### src/rtl/cbf_pkg.sv
// Shared types, codes and widths of the circular byte FIFO.
package cbf_pkg;

    localparam int DEPTH_DEF = 4096;

    localparam int CMD_W  = 2;
    localparam int BYTE_W = 8;
    localparam int LEN_W  = 13;
    localparam int OFF_W  = 12;
    localparam int ST_W   = 2;

    typedef enum logic [CMD_W-1:0] {
        CMD_INSERT = 2'd0,
        CMD_PEEK   = 2'd1,
        CMD_DELETE = 2'd2
    } t_cmd;

    typedef enum logic [ST_W-1:0] {
        ST_DONE    = 2'd0,
        ST_MORE    = 2'd1,
        ST_REJECT  = 2'd2,
        ST_NO_DATA = 2'd3
    } t_status;

    typedef struct packed {
        t_status            status;
        logic [BYTE_W-1:0]  read_byte;
        logic [LEN_W-1:0]   amount;
        logic [LEN_W-1:0]   stored_len;
        logic [LEN_W-1:0]   free_len;
    } t_result;

    typedef struct packed {
        logic valid;
        logic rd_pend;
    } t_push_ctl;

endpackage

### src/rtl/cbf_res_if.sv
// Result channel of the circular byte FIFO.
interface cbf_res_if;
    logic                       valid;
    logic                       ready;
    logic [cbf_pkg::ST_W-1:0]   status;
    logic [cbf_pkg::BYTE_W-1:0] read_byte;
    logic [cbf_pkg::LEN_W-1:0]  amount;
    logic [cbf_pkg::LEN_W-1:0]  stored_len;
    logic [cbf_pkg::LEN_W-1:0]  free_len;

    modport source (output valid, status, read_byte, amount, stored_len, free_len,
                    input ready);
    modport sink (input valid, status, read_byte, amount, stored_len, free_len,
                  output ready);
endinterface

### src/rtl/cbf_resq.sv
// Result staging and output register; merges peek data from the byte store.
module cbf_resq (
    input  logic                       i_clk,
    input  logic                       i_rst_n,
    input  cbf_pkg::t_result           i_push,
    input  cbf_pkg::t_push_ctl         i_push_ctl,
    input  logic [cbf_pkg::BYTE_W-1:0] i_rdata,
    output logic                       o_can_take,
    cbf_res_if.source                  o_res
);

    cbf_pkg::t_result r_stg;
    logic             r_stg_valid;
    logic             r_stg_rd;
    cbf_pkg::t_result r_out;
    logic             r_out_valid;
    logic             move;

    assign move       = r_stg_valid && !r_stg_rd && (!r_out_valid || o_res.ready);
    assign o_can_take = !r_stg_valid || move;

    always_ff @(posedge i_clk) begin
        if (!i_rst_n) begin
            r_stg_valid <= 1'b0;
            r_stg_rd    <= 1'b0;
            r_out_valid <= 1'b0;
        end else begin
            if (i_push_ctl.valid) begin
                r_stg_valid <= 1'b1;
                r_stg_rd    <= i_push_ctl.rd_pend;
            end else if (move) begin
                r_stg_valid <= 1'b0;
            end else if (r_stg_rd) begin
                r_stg_rd <= 1'b0;
            end
            if (move) begin
                r_out_valid <= 1'b1;
            end else if (o_res.ready) begin
                r_out_valid <= 1'b0;
            end
        end
    end

    always_ff @(posedge i_clk) begin
        if (i_push_ctl.valid) begin
            r_stg <= i_push;
        end else if (r_stg_rd) begin
            r_stg.read_byte <= i_rdata;
        end
        if (move) begin
            r_out <= r_stg;
        end
    end

    assign o_res.valid      = r_out_valid;
    assign o_res.status     = r_out.status;
    assign o_res.read_byte  = r_out.read_byte;
    assign o_res.amount     = r_out.amount;
    assign o_res.stored_len = r_out.stored_len;
    assign o_res.free_len   = r_out.free_len;

    a_no_push_on_pend: assert property (@(posedge i_clk) disable iff (!i_rst_n)
        i_push_ctl.valid |-> !r_stg_rd)
        else $error("request pushed over a pending peek");

    a_peek_waits_data: assert property (@(posedge i_clk) disable iff (!i_rst_n)
        (i_push_ctl.valid && i_push_ctl.rd_pend) |=> (r_stg_rd && r_stg_valid && !move))
        else $error("peek result left stage before its byte");

    a_pend_blocks: assert property (@(posedge i_clk) disable iff (!i_rst_n)
        r_stg_rd |=> !r_stg_rd || $past(i_push_ctl.valid))
        else $error("peek byte capture held longer than one cycle");

endmodule

### src/flat_wrapper.sv
// flat-port wrapper written by rule: the top's interface ports become plain ports
module cbf_resq_flat 
  (i_clk, i_rst_n, i_push, i_push_ctl, i_rdata, o_can_take, o_res_valid, o_res_status, o_res_read_byte, o_res_amount, o_res_stored_len, o_res_free_len, o_res_ready);
  cbf_res_if o_res_i ();
  input  logic i_clk;
  input  logic i_rst_n;
  input  cbf_pkg::t_result i_push;
  input  cbf_pkg::t_push_ctl i_push_ctl;
  input  logic [cbf_pkg::BYTE_W-1:0] i_rdata;
  output logic o_can_take;
  output wire logic [$bits(o_res_i.valid)-1:0] o_res_valid;
  output wire logic [$bits(o_res_i.status)-1:0] o_res_status;
  output wire logic [$bits(o_res_i.read_byte)-1:0] o_res_read_byte;
  output wire logic [$bits(o_res_i.amount)-1:0] o_res_amount;
  output wire logic [$bits(o_res_i.stored_len)-1:0] o_res_stored_len;
  output wire logic [$bits(o_res_i.free_len)-1:0] o_res_free_len;
  input wire logic [$bits(o_res_i.ready)-1:0] o_res_ready;
  assign o_res_valid = o_res_i.valid;
  assign o_res_status = o_res_i.status;
  assign o_res_read_byte = o_res_i.read_byte;
  assign o_res_amount = o_res_i.amount;
  assign o_res_stored_len = o_res_i.stored_len;
  assign o_res_free_len = o_res_i.free_len;
  assign o_res_i.ready = o_res_ready;
  cbf_resq u_core (.i_clk(i_clk), .i_rst_n(i_rst_n), .i_push(i_push), .i_push_ctl(i_push_ctl), .i_rdata(i_rdata), .o_can_take(o_can_take), .o_res(o_res_i));
endmodule
### config.mk
export PLATFORM = sky130hd
export DESIGN_NAME = cbf_resq_flat
export DESIGN_NICKNAME = d
export VERILOG_FILES = /design/src/rtl/cbf_pkg.sv /design/src/rtl/cbf_res_if.sv /design/src/rtl/cbf_resq.sv /design/src/flat_wrapper.sv
export SDC_FILE = /design/constraint.sdc
export NUM_CORES = 1
export LEC_CHECK = 0
export ABC_AREA = 0
export BUFFER_PORTS_ARGS = -buffer_cell sky130_fd_sc_hd__buf_2
export CAP_MARGIN = 20
export CORE_ASPECT_RATIO = 1.4
export CORE_MARGIN = 2
export CORE_UTILIZATION = 50
export DETAILED_ROUTE_END_ITERATION = 12
export HOLD_SLACK_MARGIN = 0.02
export PLACE_DENSITY = 0.86
export SLEW_MARGIN = 20
export SYNTH_ARGS = -nofsm -noshare
export SYNTH_HDL_FRONTEND = slang
export SYNTH_SLANG_ARGS = --single-unit
### constraint.sdc
create_clock -name i_clk -period 5.6 [get_ports i_clk]
set_input_delay 0.56 -clock i_clk [delete_from_list [all_inputs] [get_ports i_clk]]
set_output_delay 0.56 -clock i_clk [all_outputs]
set_load 0.005 [all_outputs]
==> results of run 1 <==
==> synthesized netlist by cell type, drive strengths merged <==
cell type,n,share of area
nor2b,1,0.0020
o221a,1,0.0035
or2,1,0.0027
o21ai,1,0.0016
buf,1,0.0035
mux2,8,0.038
dfxtp,3,0.019
edfxtp,98,0.92
a21boi,1,0.0024
and3,1,0.0020
nor2,1,0.0012
nand2b,2,0.0039
==> flip-flops by register name, summed over array words and instances, names as in the netlist <==
| name | flops |
|---|---|
| u_core.r_stg_rd | 1 |
| u_core.r_stg_valid | 1 |
| u_core.o_res.free_len | 13 |
| u_core.o_res.status | 2 |
| u_core.o_res.amount | 13 |
| u_core.o_res.valid | 1 |
| u_core.o_res.read_byte | 8 |
| u_core.r_stg | 49 |
| u_core.o_res.stored_len | 13 |
==> logic make-up (layout without fill, tap and decap cells) <==
| family | Yosys count | after routing | synth area share |
|---|---|---|---|
| simple gates | 6 | 6 | 0.0117 |
| mux | 8 | 8 | 0.0376 |
| flops | 101 | 101 | 0.940 |
| buf+inv | 1 | 129 | 0.00352 |
| compound gates | 3 | 3 | 0.00744 |
==> layout make-up <==
cell class	instances	area, µm²	share of cell area
clock buffers	11	131	0.0325
multi-input cells	17	189	0.0467
clock inverters	5	60.1	0.0149
flip-flops and latches	101	3000	0.743
well taps	72	90.1	0.0223
repair buffers	113	571	0.141
==> worst paths after layout <==
path,startpoint,endpoint,cells past startpoint
hold / removal,i_push[32],u_core.r_stg[32],1
hold reg to reg,u_core.r_stg[44],u_core.o_res.read_byte[5],0
setup / recovery,u_core.o_res.valid,o_can_take,3
setup reg to reg,u_core.o_res.valid,u_core.o_res.amount[7],3
==> power by group <==
part / internal (mW) / switching [mW] / total [mW]
clock network: 0.209 / 0.229 / 0.438
logic: 0.0343 / 0.0333 / 0.0676
registers: 0.885 / 0.0116 / 0.897
==> per-stage QoR <==
step                instances  hold slack [ns]   util  total power [mW]  worst slack [ns]
floorplan                 119            0.400      -             0.933              2.46
global placement          303            0.400  0.620             0.977              3.54
detailed placement        303            0.405  0.620             0.984              3.48
CTS                       319            0.347  0.651              1.42              3.76
global route              319            0.338  0.651              1.46              3.70
finish                    319            0.370  0.651              1.40              3.79
==> worst max-delay path: stages, from the launching register on <==
cell and delay, ns:
dfxtp_1 0.36, nor2b_1 0.32, o21ai_1 0.09, buf_2 0.13
==> routing by layer <==
metal	vias up	GRT usage	part of all wire
met5	-	0	0
met4	0	0.0711	0.017
met3	8	0.0859	0.095
met2	70	0.251	0.56
met1	712	0.137	0.32
li1	720	-	-
==> cells in the final DEF (no fill, tap or decap), drive strengths merged <==
cell | synthesis | final
buf | 1 | 113
edfxtp | 98 | 98
clkbuf | 0 | 11
mux2 | 8 | 8
dfxtp | 3 | 3
clkinv | 0 | 3
nand2b | 2 | 2
nor2b | 1 | 1
nor2 | 1 | 1
or2 | 1 | 1
o21ai | 1 | 1
and3 | 1 | 1
a21boi | 1 | 1
o221a | 1 | 1
inv | 0 | 1
bufinv | 0 | 1
==> results.py, run 1 <==
metrics = {
    "run_status": {
        "status": "finished clean",
    },
    "grt": {
        "grt_start_max_net_pins": 53,
        "grt_overflow": 0,
        "grt_pass1_vias": 1501,
        "antenna_found_initial": 0,
        "grt_usage": 0.147,
        "grt_pass1_wl_mm": 7.19,
    },
    "routing": {
        "drc": 0,
        "via_per_inst": 4.73,
        "drtIter0Drc": 148,
        "vias": 1510,
        "drt-pass1-iter-count": 4,
        "routed_wl_mm": 4.93,
        "avgRoutedWirePerCell_um": 15.5,
        "ant_nets": 0,
    },
    "min_path": {
        "hold_class": "in -> reg",
    },
    "sta": {
        "slew_violations": 0,
        "setup_viol": 0,
        "fin_crit_sh": 0.323,
        "min_period_ns": 1.81,
        "hold_viol_final": 0,
        "max_slew_margin": 0.556,
        "setup_tns_ns": 0,
        "fmax_mhz": 552,
        "rsz0062_at_grt": "no",
        "clock-skew-final_ns": 0.0113,
        "worst_pin_slew_ns": 0.666,
    },
    "placed_design": {
        "dpl_cell_area_um2": 3850,
        "gp_congestion": 0.730,
        "io_buffer_count": 112,
    },
    "critical_path": {
        "path_max_fanout": 3,
        "ff2ff_setup_slack_ns": 4.11,
        "worstSetupPathType": "reg -> out",
        "start_kind": "register",
        "end_kind": "output port",
        "required_ns": 5.04,
        "arrival_ns": 1.25,
    },
    "logic_synthesis": {
        "syn_area_um2": 3200,
        "syn_nets": 181,
        "ys_ff_latch": 101,
        "syn_inst": 119,
        "yosysWarnings": 0,
        "ys_seq_area_frac": 0.940,
        "avgSynthCellArea_um2": 26.9,
        "synth.distinct_cells": 12,
    },
    "clock_tree": {
        "clkSinkCount": 101,
        "cts-root-buf": "clkbuf_8",
        "cts_made_buffers": 9,
        "cts_tree": "done",
        "clk_latency_ns": 0.36,
        "cts.path.max_buffers": 2,
        "ctsResizeCount": 0,
        "hold_buffers": 0,
        "htree_num_levels": 3,
        "path_clk_slew_ns": 0.09,
        "postCtsSetupRepairBufs": 0,
    },
    "final_layout": {
        "syn_to_final_growth_pct": 26.5,
        "diodes": 0,
        "finalInstanceArea_um2": 4040,
        "nets": 304,
        "fillerInstances": 437,
        "drive_above_1_share": 0.551,
    },
    "die": {
        "dieArea_um2": 7060,
        "fp.dieH_um": 98.6,
        "core_um2": 6210,
        "rows": 34,
        "io_pins": 113,
        "die_x_um": 71.6,
        "start_util": 0.515,
    },
    "pwr": {
        "cellPowerDensity_nw_per_um2": 347,
        "p_leak_nw": 1.59,
        "ir_worst_vdd_v": 0.000235,
    },
    "flow_run": {
        "max_cap_viol_count": 0,
    },
}
Note: power is estimated with default switching activity, not from simulation.
==> run 2: changes to the inputs <==
CORE_UTILIZATION = 48   (was 50)
PLACE_DENSITY = 0.83   (was 0.86)
clock period = 1.67 ns   (was 5.6 ns; I/O delays follow)
==> run 2 against run 1 <==
Core utilization increased by 4.0 points; clock power grew to 3.6 times the previous value; non-clock buffer count up 42; highest routed layer unchanged.
==> results.py, run 2 (synthesized netlist as in run 1, its figures left out) <==
metrics = {
    "run_status": {
        "status": "finished clean",
    },
    "clock_tree": {
        "cts_tree": "done",
        "htree_num_levels": 3,
        "postCtsSetupRepairBufs": 0,
        "cts-root-buf": "clkbuf_8",
        "cts_made_buffers": 9,
        "clkSinkCount": 101,
        "cts.path.max_buffers": 2,
        "path_clk_slew_ns": 0.09,
        "clk_latency_ns": 0.33,
    },
    "pwr": {
        "cellPowerDensity_nw_per_um2": 1090,
        "p_sw_uw": 921,
        "p_int_mw": 3.99,
        "ir_worst_vdd_v": 0.000821,
        "p_sw_frac": 0.188,
        "p_seq_frac": 0.613,
        "clkPwrFrac": 0.322,
        "pwr-share-comb": 0.065,
        "p_leak_nw": 1.77,
    },
    "placed_design": {
        "io_buffer_count": 112,
        "dp_cells": 306,
        "gp_congestion": 0.733,
    },
    "sta": {
        "min_period_ns": 1.38,
        "max_slew_margin": 0.772,
        "hold_viol_final": 0,
        "clock-skew-final_ns": 0.00741,
        "slew_violations": 0,
        "worst_pin_slew_ns": 0.342,
        "whs_ns": 0.0622,
        "fin_crit_sh": 0.829,
        "setup_tns_ns": 0,
        "setup_viol": 0,
        "fmax_mhz": 723,
        "rsz0062_at_grt": "no",
    },
    "routing": {
        "ant_nets": 0,
        "routed_wl_mm": 5.66,
        "vias": 1678,
        "via_per_inst": 4.62,
        "drtIter0Drc": 110,
        "avgRoutedWirePerCell_um": 15.6,
        "drc": 0,
        "drt-pass1-iter-count": 4,
    },
    "grt": {
        "grt_start_max_net_pins": 50,
        "grt_overflow": 0,
        "antenna_found_initial": 0,
        "grt_usage": 0.155,
        "grt_pass1_wl_mm": 8.11,
        "grt_pass1_vias": 1659,
    },
    "final_layout": {
        "layout_common_cells": "112 x buf_2, 98 x edfxtp_1, 41 x dlygate4sd3_1",
        "diodes": 0,
        "nets": 346,
        "post-route-util": 0.691,
        "syn_to_final_growth_pct": 41.1,
        "mostFrequentLayoutCell": "buf_2",
        "largest-register": "u_core.r_stg",
        "drive_above_1_share": 0.478,
        "largest_reg_flops": 49,
        "instances_no_fill": 363,
    },
    "die": {
        "fp.dieH_um": 101,
        "start_util": 0.490,
        "die_x_um": 73.0,
        "io_pins": 113,
        "dieArea_um2": 7340,
        "rows": 35,
        "core_um2": 6530,
    },
    "critical_path": {
        "crit_family": "flip-flops",
        "arrival_ns": 1.22,
        "start_kind": "register",
        "slowest_stage": "dfxtp_1",
        "end_kind": "output port",
        "path_buf_inv": 1,
        "worstSetupPathType": "reg -> out",
        "path_max_fanout": 3,
        "max_stage_delay_ns": 0.35,
        "cp_cell_sequence": "nor2b_1 > o21ai_1 > buf_2",
        "required_ns": 1.50,
    },
    "flow_run": {
        "max_cap_viol_count": 0,
    },
    "min_path": {
        "hold_class": "in -> reg",
    },
}
[run 2: changes by cell type in the layout (fill, tap and decap cells not counted), sizes merged]
| cell | previous run | this run |
|---|---|---|
| buf | 113 | 114 |
| clkinvlp | 0 | 3 |
| clkinv | 3 | 2 |
| dlygate4sd3 | 0 | 41 |
| bufinv | 1 | 2 |
| inv | 1 | 0 |
| clkbuf | 11 | 9 |
[run 2: timing repair]
action / CTS / global route
setup endpoints to repair: 0 / 0
resized for setup: 0 / 0
hold endpoints to repair: 41 / 0
hold buffers: 41 / 0
[run 2: layout make-up]
cell class	instances	area, µm²
Multi-Input combinational cell	17	189
Sequential cell	101	3000
Fill cell	371	2020
Timing Repair Buffer	155	1010
Tap cell	74	92.6
Clock inverter	7	90.1
Clock buffer	9	124
[run 2: power groups by stage]
stage | sequential [mW] | clock, mW | combinational [mW]
6_report | 3.01 | 1.58 | 0.317
4_1_cts | 3.00 | 1.60 | 0.317
3_5_place_dp | 3.06 | 0 | 0.242
3_3_place_gp | 3.05 | 0 | 0.237
5_1_grt | 3.02 | 1.72 | 0.345
2_1_floorplan | 3.06 | 0 | 0.0652
[run 2: layer usage]
metal,wire (µm),GRT usage
met5,0,0
met4,107,0.0598
met3,421,0.0400
met2,3060,0.284
met1,2070,0.168
[run 2: per-stage QoR]
stage / setup slack, ns / area (µm²) / power, mW
after floorplan: 0.0266 / 3200 / 3.13
after CTS: 0.262 / 4510 / 4.92
after detailed placement: 0.456 / 3880 / 3.30
after global routing: 0.191 / 4510 / 5.08
final: 0.286 / 4510 / 4.91
after global placement: 0.485 / 3880 / 3.29
[run 2: path summary, 6_finish.rpt]
kind	from	endpoint	slack, ns	depth (start not counted)
max	u_core.o_res.valid	o_can_take	0.29	3
min	i_push_ctl[0]	u_core.r_stg_rd	0.06	2
max reg2reg	u_core.o_res.valid	u_core.o_res.stored_len[1]	0.45	3
min reg2reg	u_core.r_stg[22]	u_core.o_res.stored_len[9]	0.42	0
