===== src/rtl/cbf_pkg.sv =====
// Shared types, codes and widths of the circular byte FIFO.
package cbf_pkg;

    localparam int DEPTH_DEF = 4096;

    localparam int CMD_W  = 2;
    localparam int BYTE_W = 8;
    localparam int LEN_W  = 13;
    localparam int OFF_W  = 12;
    localparam int ST_W   = 2;

    typedef enum logic [CMD_W-1:0] {
        CMD_INSERT = 2'd0,
        CMD_PEEK   = 2'd1,
        CMD_DELETE = 2'd2
    } t_cmd;

    typedef enum logic [ST_W-1:0] {
        ST_DONE    = 2'd0,
        ST_MORE    = 2'd1,
        ST_REJECT  = 2'd2,
        ST_NO_DATA = 2'd3
    } t_status;

    typedef struct packed {
        t_status            status;
        logic [BYTE_W-1:0]  read_byte;
        logic [LEN_W-1:0]   amount;
        logic [LEN_W-1:0]   stored_len;
        logic [LEN_W-1:0]   free_len;
    } t_result;

    typedef struct packed {
        logic valid;
        logic rd_pend;
    } t_push_ctl;

endpackage


===== src/rtl/cbf_cmd_if.sv =====
// Request channel of the circular byte FIFO.
interface cbf_cmd_if;
    logic                       valid;
    logic                       ready;
    logic [cbf_pkg::CMD_W-1:0]  command;
    logic [cbf_pkg::BYTE_W-1:0] data_byte;
    logic [cbf_pkg::LEN_W-1:0]  length;
    logic [cbf_pkg::OFF_W-1:0]  offset;
    logic                       last;

    modport source (output valid, command, data_byte, length, offset, last, input ready);
    modport sink (input valid, command, data_byte, length, offset, last, output ready);
endinterface


===== src/rtl/cbf_cfg_if.sv =====
// Size register write channel of the circular byte FIFO.
interface cbf_cfg_if;
    logic                      valid;
    logic                      ready;
    logic [cbf_pkg::LEN_W-1:0] buffer_size;

    modport source (output valid, buffer_size, input ready);
    modport sink (input valid, buffer_size, output ready);
endinterface


===== src/rtl/cbf_core.sv =====
// Pointer, fill count and message state of the ring; drives the byte store.
module cbf_core #(
    parameter int DEPTH = cbf_pkg::DEPTH_DEF
) (
    input  logic                       i_clk,
    input  logic                       i_rst_n,
    cbf_cmd_if.sink                    i_cmd,
    cbf_cfg_if.sink                    i_cfg,
    input  logic                       i_can_take,
    output logic                       o_we,
    output logic [$clog2(DEPTH)-1:0]   o_waddr,
    output logic [cbf_pkg::BYTE_W-1:0] o_wdata,
    output logic                       o_re,
    output logic [$clog2(DEPTH)-1:0]   o_raddr,
    output cbf_pkg::t_result           o_push,
    output cbf_pkg::t_push_ctl         o_push_ctl
);

    localparam int PW  = $clog2(DEPTH);
    localparam int NW0 = $clog2(DEPTH + 1);
    localparam int NW  = (NW0 > cbf_pkg::LEN_W) ? NW0 : cbf_pkg::LEN_W;
    localparam int SW  = NW + 1;

    function automatic logic [PW-1:0] wrap_add(
        input logic [PW-1:0] ptr,
        input logic [NW-1:0] step,
        input logic [NW-1:0] size
    );
        logic [SW-1:0] s;
        s = SW'(ptr) + SW'(step);
        if (s >= SW'(size)) begin
            s = s - SW'(size);
        end
        if (s >= SW'(size)) begin
            s = '0;
        end
        return s[PW-1:0];
    endfunction

    logic [NW-1:0] r_size, n_size;
    logic [PW-1:0] r_rd_ptr, n_rd_ptr;
    logic [PW-1:0] r_wr_ptr, n_wr_ptr;
    logic [NW-1:0] r_fill, n_fill;
    logic          r_msg_open, n_msg_open;
    logic          r_msg_acc, n_msg_acc;
    logic [NW-1:0] r_msg_rem, n_msg_rem;

    logic          accept;
    logic          cfg_wr;
    logic [NW-1:0] len_n;
    logic [NW-1:0] off_n;
    logic [NW-1:0] free_now;
    logic [NW-1:0] min_amt;
    logic          fits;
    logic          ins_acc;
    logic [NW-1:0] ins_rem;
    logic [NW-1:0] cfg_v;
    logic [NW-1:0] free_n;
    logic          peek_rd;
    logic [cbf_pkg::LEN_W-1:0] push_amt;
    cbf_pkg::t_status st;

    assign i_cmd.ready = i_can_take;
    assign i_cfg.ready = 1'b1;
    assign accept      = i_cmd.valid && i_can_take;
    assign cfg_wr      = i_cfg.valid;

    assign len_n    = NW'(i_cmd.length);
    assign off_n    = NW'(i_cmd.offset);
    assign free_now = r_size - r_fill;
    assign min_amt  = (len_n < r_fill) ? len_n : r_fill;
    assign fits     = (len_n <= free_now);
    assign ins_acc  = r_msg_open ? r_msg_acc : fits;
    assign ins_rem  = r_msg_open ? r_msg_rem : (fits ? len_n : '0);

    always_comb begin
        cfg_v = NW'(i_cfg.buffer_size);
        if (cfg_v == '0) begin
            cfg_v = NW'(1);
        end
        if (cfg_v > NW'(DEPTH)) begin
            cfg_v = NW'(DEPTH);
        end
    end

    always_comb begin
        n_size     = r_size;
        n_rd_ptr   = r_rd_ptr;
        n_wr_ptr   = r_wr_ptr;
        n_fill     = r_fill;
        n_msg_open = r_msg_open;
        n_msg_acc  = r_msg_acc;
        n_msg_rem  = r_msg_rem;
        o_we       = 1'b0;
        o_re       = 1'b0;
        peek_rd    = 1'b0;
        st         = cbf_pkg::ST_DONE;
        push_amt   = '0;
        if (accept) begin
            case (i_cmd.command)
                cbf_pkg::CMD_INSERT: begin
                    n_msg_open = 1'b1;
                    n_msg_acc  = ins_acc;
                    n_msg_rem  = ins_rem;
                    if (ins_acc) begin
                        if (ins_rem != '0 && r_fill < r_size) begin
                            o_we      = 1'b1;
                            n_wr_ptr  = wrap_add(r_wr_ptr, NW'(1), r_size);
                            n_fill    = r_fill + NW'(1);
                            n_msg_rem = ins_rem - NW'(1);
                        end
                        st = i_cmd.last ? cbf_pkg::ST_DONE : cbf_pkg::ST_MORE;
                    end else begin
                        st = cbf_pkg::ST_REJECT;
                    end
                    if (i_cmd.last) begin
                        n_msg_open = 1'b0;
                        n_msg_acc  = 1'b0;
                        n_msg_rem  = '0;
                    end
                end
                cbf_pkg::CMD_PEEK: begin
                    push_amt = min_amt[cbf_pkg::LEN_W-1:0];
                    if (off_n < min_amt) begin
                        o_re    = 1'b1;
                        peek_rd = 1'b1;
                    end else begin
                        st = cbf_pkg::ST_NO_DATA;
                    end
                end
                cbf_pkg::CMD_DELETE: begin
                    push_amt = min_amt[cbf_pkg::LEN_W-1:0];
                    n_rd_ptr = wrap_add(r_rd_ptr, min_amt, r_size);
                    n_fill   = r_fill - min_amt;
                end
                default: begin
                end
            endcase
        end
        if (cfg_wr) begin
            n_size     = cfg_v;
            n_rd_ptr   = '0;
            n_wr_ptr   = '0;
            n_fill     = '0;
            n_msg_open = 1'b0;
            n_msg_acc  = 1'b0;
            n_msg_rem  = '0;
        end
    end

    assign free_n             = r_size - n_fill;
    assign o_waddr            = r_wr_ptr;
    assign o_wdata            = i_cmd.data_byte;
    assign o_raddr            = wrap_add(r_rd_ptr, off_n, r_size);
    assign o_push.status      = st;
    assign o_push.read_byte   = '0;
    assign o_push.amount      = push_amt;
    assign o_push.stored_len  = n_fill[cbf_pkg::LEN_W-1:0];
    assign o_push.free_len    = free_n[cbf_pkg::LEN_W-1:0];
    assign o_push_ctl.valid   = accept;
    assign o_push_ctl.rd_pend = peek_rd;

    always_ff @(posedge i_clk) begin
        if (!i_rst_n) begin
            r_size     <= NW'(DEPTH);
            r_rd_ptr   <= '0;
            r_wr_ptr   <= '0;
            r_fill     <= '0;
            r_msg_open <= 1'b0;
            r_msg_acc  <= 1'b0;
            r_msg_rem  <= '0;
        end else begin
            r_size     <= n_size;
            r_rd_ptr   <= n_rd_ptr;
            r_wr_ptr   <= n_wr_ptr;
            r_fill     <= n_fill;
            r_msg_open <= n_msg_open;
            r_msg_acc  <= n_msg_acc;
            r_msg_rem  <= n_msg_rem;
        end
    end

    a_fill_in_size: assert property (@(posedge i_clk) disable iff (!i_rst_n)
        r_fill <= r_size)
        else $error("fill count exceeds ring size");

    a_ptrs_in_size: assert property (@(posedge i_clk) disable iff (!i_rst_n)
        NW'(r_rd_ptr) < r_size && NW'(r_wr_ptr) < r_size)
        else $error("pointer outside ring");

    a_closed_msg_idle: assert property (@(posedge i_clk) disable iff (!i_rst_n)
        !r_msg_open |-> (r_msg_rem == '0 && !r_msg_acc))
        else $error("message state left over after close");

endmodule


===== src/flat_wrapper.sv =====
// flat-port wrapper written by rule: the top's interface ports become plain ports
module cbf_core_flat 
#(
    parameter int DEPTH = cbf_pkg::DEPTH_DEF
)
  (i_clk, i_rst_n, i_can_take, o_we, o_waddr, o_wdata, o_re, o_raddr, o_push, o_push_ctl, i_cmd_valid, i_cmd_command, i_cmd_data_byte, i_cmd_length, i_cmd_offset, i_cmd_last, i_cmd_ready, i_cfg_valid, i_cfg_buffer_size, i_cfg_ready);
  cbf_cmd_if i_cmd_i ();
  cbf_cfg_if i_cfg_i ();
  input  logic i_clk;
  input  logic i_rst_n;
  input  logic i_can_take;
  output logic o_we;
  output logic [$clog2(DEPTH)-1:0] o_waddr;
  output logic [cbf_pkg::BYTE_W-1:0] o_wdata;
  output logic o_re;
  output logic [$clog2(DEPTH)-1:0] o_raddr;
  output cbf_pkg::t_result o_push;
  output cbf_pkg::t_push_ctl o_push_ctl;
  input wire logic [$bits(i_cmd_i.valid)-1:0] i_cmd_valid;
  input wire logic [$bits(i_cmd_i.command)-1:0] i_cmd_command;
  input wire logic [$bits(i_cmd_i.data_byte)-1:0] i_cmd_data_byte;
  input wire logic [$bits(i_cmd_i.length)-1:0] i_cmd_length;
  input wire logic [$bits(i_cmd_i.offset)-1:0] i_cmd_offset;
  input wire logic [$bits(i_cmd_i.last)-1:0] i_cmd_last;
  output wire logic [$bits(i_cmd_i.ready)-1:0] i_cmd_ready;
  input wire logic [$bits(i_cfg_i.valid)-1:0] i_cfg_valid;
  input wire logic [$bits(i_cfg_i.buffer_size)-1:0] i_cfg_buffer_size;
  output wire logic [$bits(i_cfg_i.ready)-1:0] i_cfg_ready;
  assign i_cmd_i.valid = i_cmd_valid;
  assign i_cmd_i.command = i_cmd_command;
  assign i_cmd_i.data_byte = i_cmd_data_byte;
  assign i_cmd_i.length = i_cmd_length;
  assign i_cmd_i.offset = i_cmd_offset;
  assign i_cmd_i.last = i_cmd_last;
  assign i_cmd_ready = i_cmd_i.ready;
  assign i_cfg_i.valid = i_cfg_valid;
  assign i_cfg_i.buffer_size = i_cfg_buffer_size;
  assign i_cfg_ready = i_cfg_i.ready;
  cbf_core #(.DEPTH(DEPTH)) u_core (.i_clk(i_clk), .i_rst_n(i_rst_n), .i_cmd(i_cmd_i), .i_cfg(i_cfg_i), .i_can_take(i_can_take), .o_we(o_we), .o_waddr(o_waddr), .o_wdata(o_wdata), .o_re(o_re), .o_raddr(o_raddr), .o_push(o_push), .o_push_ctl(o_push_ctl));
endmodule

===== config.mk =====
export PLATFORM = sky130hd
export DESIGN_NAME = cbf_core_flat
export DESIGN_NICKNAME = d
export VERILOG_FILES = /design/src/rtl/cbf_pkg.sv /design/src/rtl/cbf_cmd_if.sv /design/src/rtl/cbf_cfg_if.sv /design/src/rtl/cbf_core.sv /design/src/flat_wrapper.sv
export SDC_FILE = /design/constraint.sdc
export NUM_CORES = 1
export LEC_CHECK = 0
export BUFFER_PORTS_ARGS = -buffer_cell sky130_fd_sc_hd__buf_2
export CORE_MARGIN = 4
export CORE_UTILIZATION = 30
export DETAILED_ROUTE_END_ITERATION = 12
export SETUP_SLACK_MARGIN = 0.5
export SYNTH_ARGS = -nofsm -noshare
export SYNTH_HDL_FRONTEND = slang
export SYNTH_SLANG_ARGS = --single-unit

===== constraint.sdc =====
create_clock -name i_clk -period 7.1 [get_ports i_clk]
set_input_delay 0 -clock i_clk [delete_from_list [all_inputs] [get_ports i_clk]]
set_output_delay 0 -clock i_clk [all_outputs]
set_load 0.01 [all_outputs]

==> flow_metrics.py <==
metrics = {
    "status": {
        "status": "finished, violations left",
        "violations": "setup timing",
    },
    "placed_design": {
        "dp_hpwl_um": 31700,
        "port_buffers": 115,
        "place.gp.congestion": 0.965,
        "placed_area_sq_um": 12400,
        "dp.cells": 1987,
    },
    "yosys": {
        "synthTopCellsByCount": "181 x ha_1, 126 x nor2_1, 94 x inv_1",
        "syn_area_sq_um": 10600,
        "synth-edff-count": 0,
        "yosys-top-cells-area": "ha_1 21%, dfxtp_1 12%, xnor2_1 4.6%",
        "synth_seq_area_share_pct": 12.3,
        "yosysMostFrequentCell": "ha_1",
        "synth_cells": 1377,
        "async_reset_ff_share_pct": 0,
        "ys_seq_elements": 65,
        "yosysTopAreaCellShare_pct": 21.4,
        "syn_avg_cell_area_sq_um": 7.68,
        "synth_largest_area_cell": "ha_1",
        "ys.flop_type": "dfxtp_1",
        "synth_cell_type_count": 87,
        "synth_warnings": 0,
    },
    "power": {
        "leakage_nw": 6.14,
        "p_total_mw": 2.13,
        "pwr-share-clk_pct": 22.3,
        "p_sw_uw": 883,
        "p_int_mw": 1.25,
        "comb_power_share_pct": 60.0,
        "sw_frac_of_total_pct": 41.4,
        "seqPwrFrac_pct": 17.7,
        "p_per_area_nw_per_um2": 154,
        "vdd_ir_drop_max_mv": 0.133,
    },
    "clock_tree": {
        "cts_tree": "yes",
        "cts.sinks": 65,
        "cts_max_path_buffers": 2,
        "clkTransAtPathRegs_ps": 70,
        "cts-root-buf": "clkbuf_16",
        "h-tree-depth": 3,
        "insertion_delay_ps": 360,
        "cts_buffers": 9,
    },
    "floorplan": {
        "std_cell_rows": 68,
        "die_h_um": 196,
        "die-width_um": 196,
        "dieArea_sq_um": 38300,
        "io_pins": 141,
        "start_util_pct": 30.5,
        "coreArea_sq_um": 34600,
    },
    "cells_and_area": {
        "fillCellCount": 3491,
        "final_nets": 1849,
        "final_cells": 2066,
        "drive_gt1_share_pct": 27.4,
        "postLayoutCellArea_sq_um": 13800,
        "diodes": 0,
        "area_delta_synth_final_pct": 30.6,
    },
    "critical_path": {
        "critical_path_class": "register to output port",
        "cp.arrival_ps": 7360,
        "crit_fanout": 4,
        "reg2reg_depth": 37,
        "cp_slowest_cell": "o311a_1",
        "end_kind": "output port",
        "start_kind": "register",
        "cp.required_ps": 7100,
        "slowest_delay_ps": 390,
    },
    "hold_path": {
        "hold_depth": 0,
        "hp-class": "input port to output port",
    },
    "sta": {
        "period_share_pct": 104,
        "tightest_slew_ps": 954,
        "period_minus_slack_ps": 7360,
        "hold_violations": 0,
        "slew-limit-headroom_pct": 36.2,
        "setup_ws_ps": -265,
        "rsz0062_at_grt": "true",
        "setup_tns_ps": -2670,
        "drv_slew": 0,
        "timing.fmax_mhz": 136,
        "setup_viol": 15,
        "clock_skew_ps": 8.28,
    },
    "detailed_routing": {
        "wirelength_um": 40600,
        "first_iter_violations": 775,
        "post_drt_wl_per_cell_um": 19.7,
        "vias": 11441,
        "vias_per_cell": 5.54,
        "drt_pass1_iterations": 5,
        "drc_errors": 0,
        "ant_nets": 0,
    },
    "job": {
        "drv_cap": 0,
    },
    "global_routing": {
        "grt_pass1_vias": 11235,
        "grt_max_degree": 39,
        "grt_pass1_wl_um": 61300,
        "grt_overflow_total": 0,
        "grt_use_total_pct": 20.0,
        "antenna_found_initial": 1,
    },
}
-- power groups by stage --
stage          sequential [mW]  clock (mW)  combinational (mW)
4_1_cts                  0.377       0.483                1.17
3_3_place_gp             0.385           0                1.06
5_1_grt                  0.378       0.499                1.39
3_5_place_dp             0.386           0                1.07
2_1_floorplan            0.383           0               0.764
6_report                 0.378       0.475                1.28
-- metal layers --
| layer | wire length (um) | vias to the layer above | track usage (%) |
|---|---|---|---|
| met5 | 13 | - | 0 |
| met4 | 1500 | 2 | 8.02 |
| met3 | 2370 | 100 | 3.76 |
| met2 | 19000 | 394 | 33.1 |
| met1 | 17800 | 5431 | 25.7 |
| li1 | - | 5514 | - |
-- worst paths after layout --
| path | slack [ps] | from | endpoint |
|---|---|---|---|
| max | -260 | u_core.r_size[0] | o_push[12] |
| min | 0.004 | i_cmd_data_byte[2] | o_wdata[2] |
| max reg2reg | -200 | u_core.r_fill[4] | u_core.r_rd_ptr[8] |
| min reg2reg | 460 | u_core.r_msg_rem[12] | u_core.r_msg_rem[12] |
-- cells in the final DEF (no fill, tap or decap), types with 36 or more instances in the layout --
cell / n
nor2b_1: 37
dfxtp_1: 53
nor2_1: 119
nor3_1: 37
a21oi_1: 77
nand2_1: 80
buf_2: 115
ha_1: 157
a21o_1: 38
o21ai_0: 66
inv_1: 83
xnor2_1: 52
buf_4: 122
nand3_1: 36
-- cells by family (layout without fill, tap and decap cells) --
kind of cell             after synthesis  count (layout)  synth area share, %
other                                  2               9               0.0710
flip-flops                            65              65                 12.3
AO/OA/AOI/OAI                        401             401                 25.7
adder cells (fa/ha/maj)              189             189                 22.9
buffers and inverters                146             373                 6.02
XOR/XNOR                              85              85                 7.04
multiplexers                          51              51                 5.15
AND/OR/NAND/NOR                      438             438                 20.8
-- timing repair --
action / 4_1_cts / 5_1_grt
gates cloned: 0 / 0
resized for setup: 39 / 83
setup buffers: 31 / 20
setup endpoints to repair: 33 / 37
endpoints found under the hold margin: 11 / 0
hold buffers: 12 / 0
pin swaps: 33 / 62
-- registers in the layout, indices dropped and copies added, names as in the netlist --
name and flops:
u_core.o_waddr 12, u_core.r_fill 13, u_core.r_msg_acc 1, u_core.r_msg_open 1, u_core.r_msg_rem 13, u_core.r_rd_ptr 12, u_core.r_size 13
-- worst max-delay path: cells and delay by family (launching register included) --
kind | cells | cell delay [ps]
AOI/OAI and AO/OA | 17 | 2660
adders and majority gates | 6 | 1510
and+or+nand+nor | 9 | 1470
buffers and inverters | 3 | 390
DFF | 1 | 360
muxes | 1 | 320
xor gates and xnor gates | 2 | 280
-- metrics by stage --
step / setup slack, ps / util (%) / hold WS (ps)
after floorplan: 333 / - / 39.7
after global placement: 6.52 / 35.8 / 0.0686
after detailed placement: -113 / 35.8 / 0.0686
after CTS: -63.0 / 38.2 / 0.0686
after global routing: -653 / 39.9 / 0.0199
final: -265 / 39.9 / 0.00443
-- final cells by class --
| class | count | area [sq um] | area share (%) |
|---|---|---|---|
| Clock buffer | 9 | 225 | 1.63 |
| Multi-Input combinational cell | 1173 | 9470 | 68.6 |
| Timing Repair Buffer | 261 | 1770 | 12.8 |
| Tap cell | 455 | 569 | 4.12 |
| Inverter | 96 | 377 | 2.73 |
| Clock inverter | 7 | 76.3 | 0.553 |
| Sequential cell | 65 | 1330 | 9.60 |
Note: power is estimated with default switching activity, not from simulation.
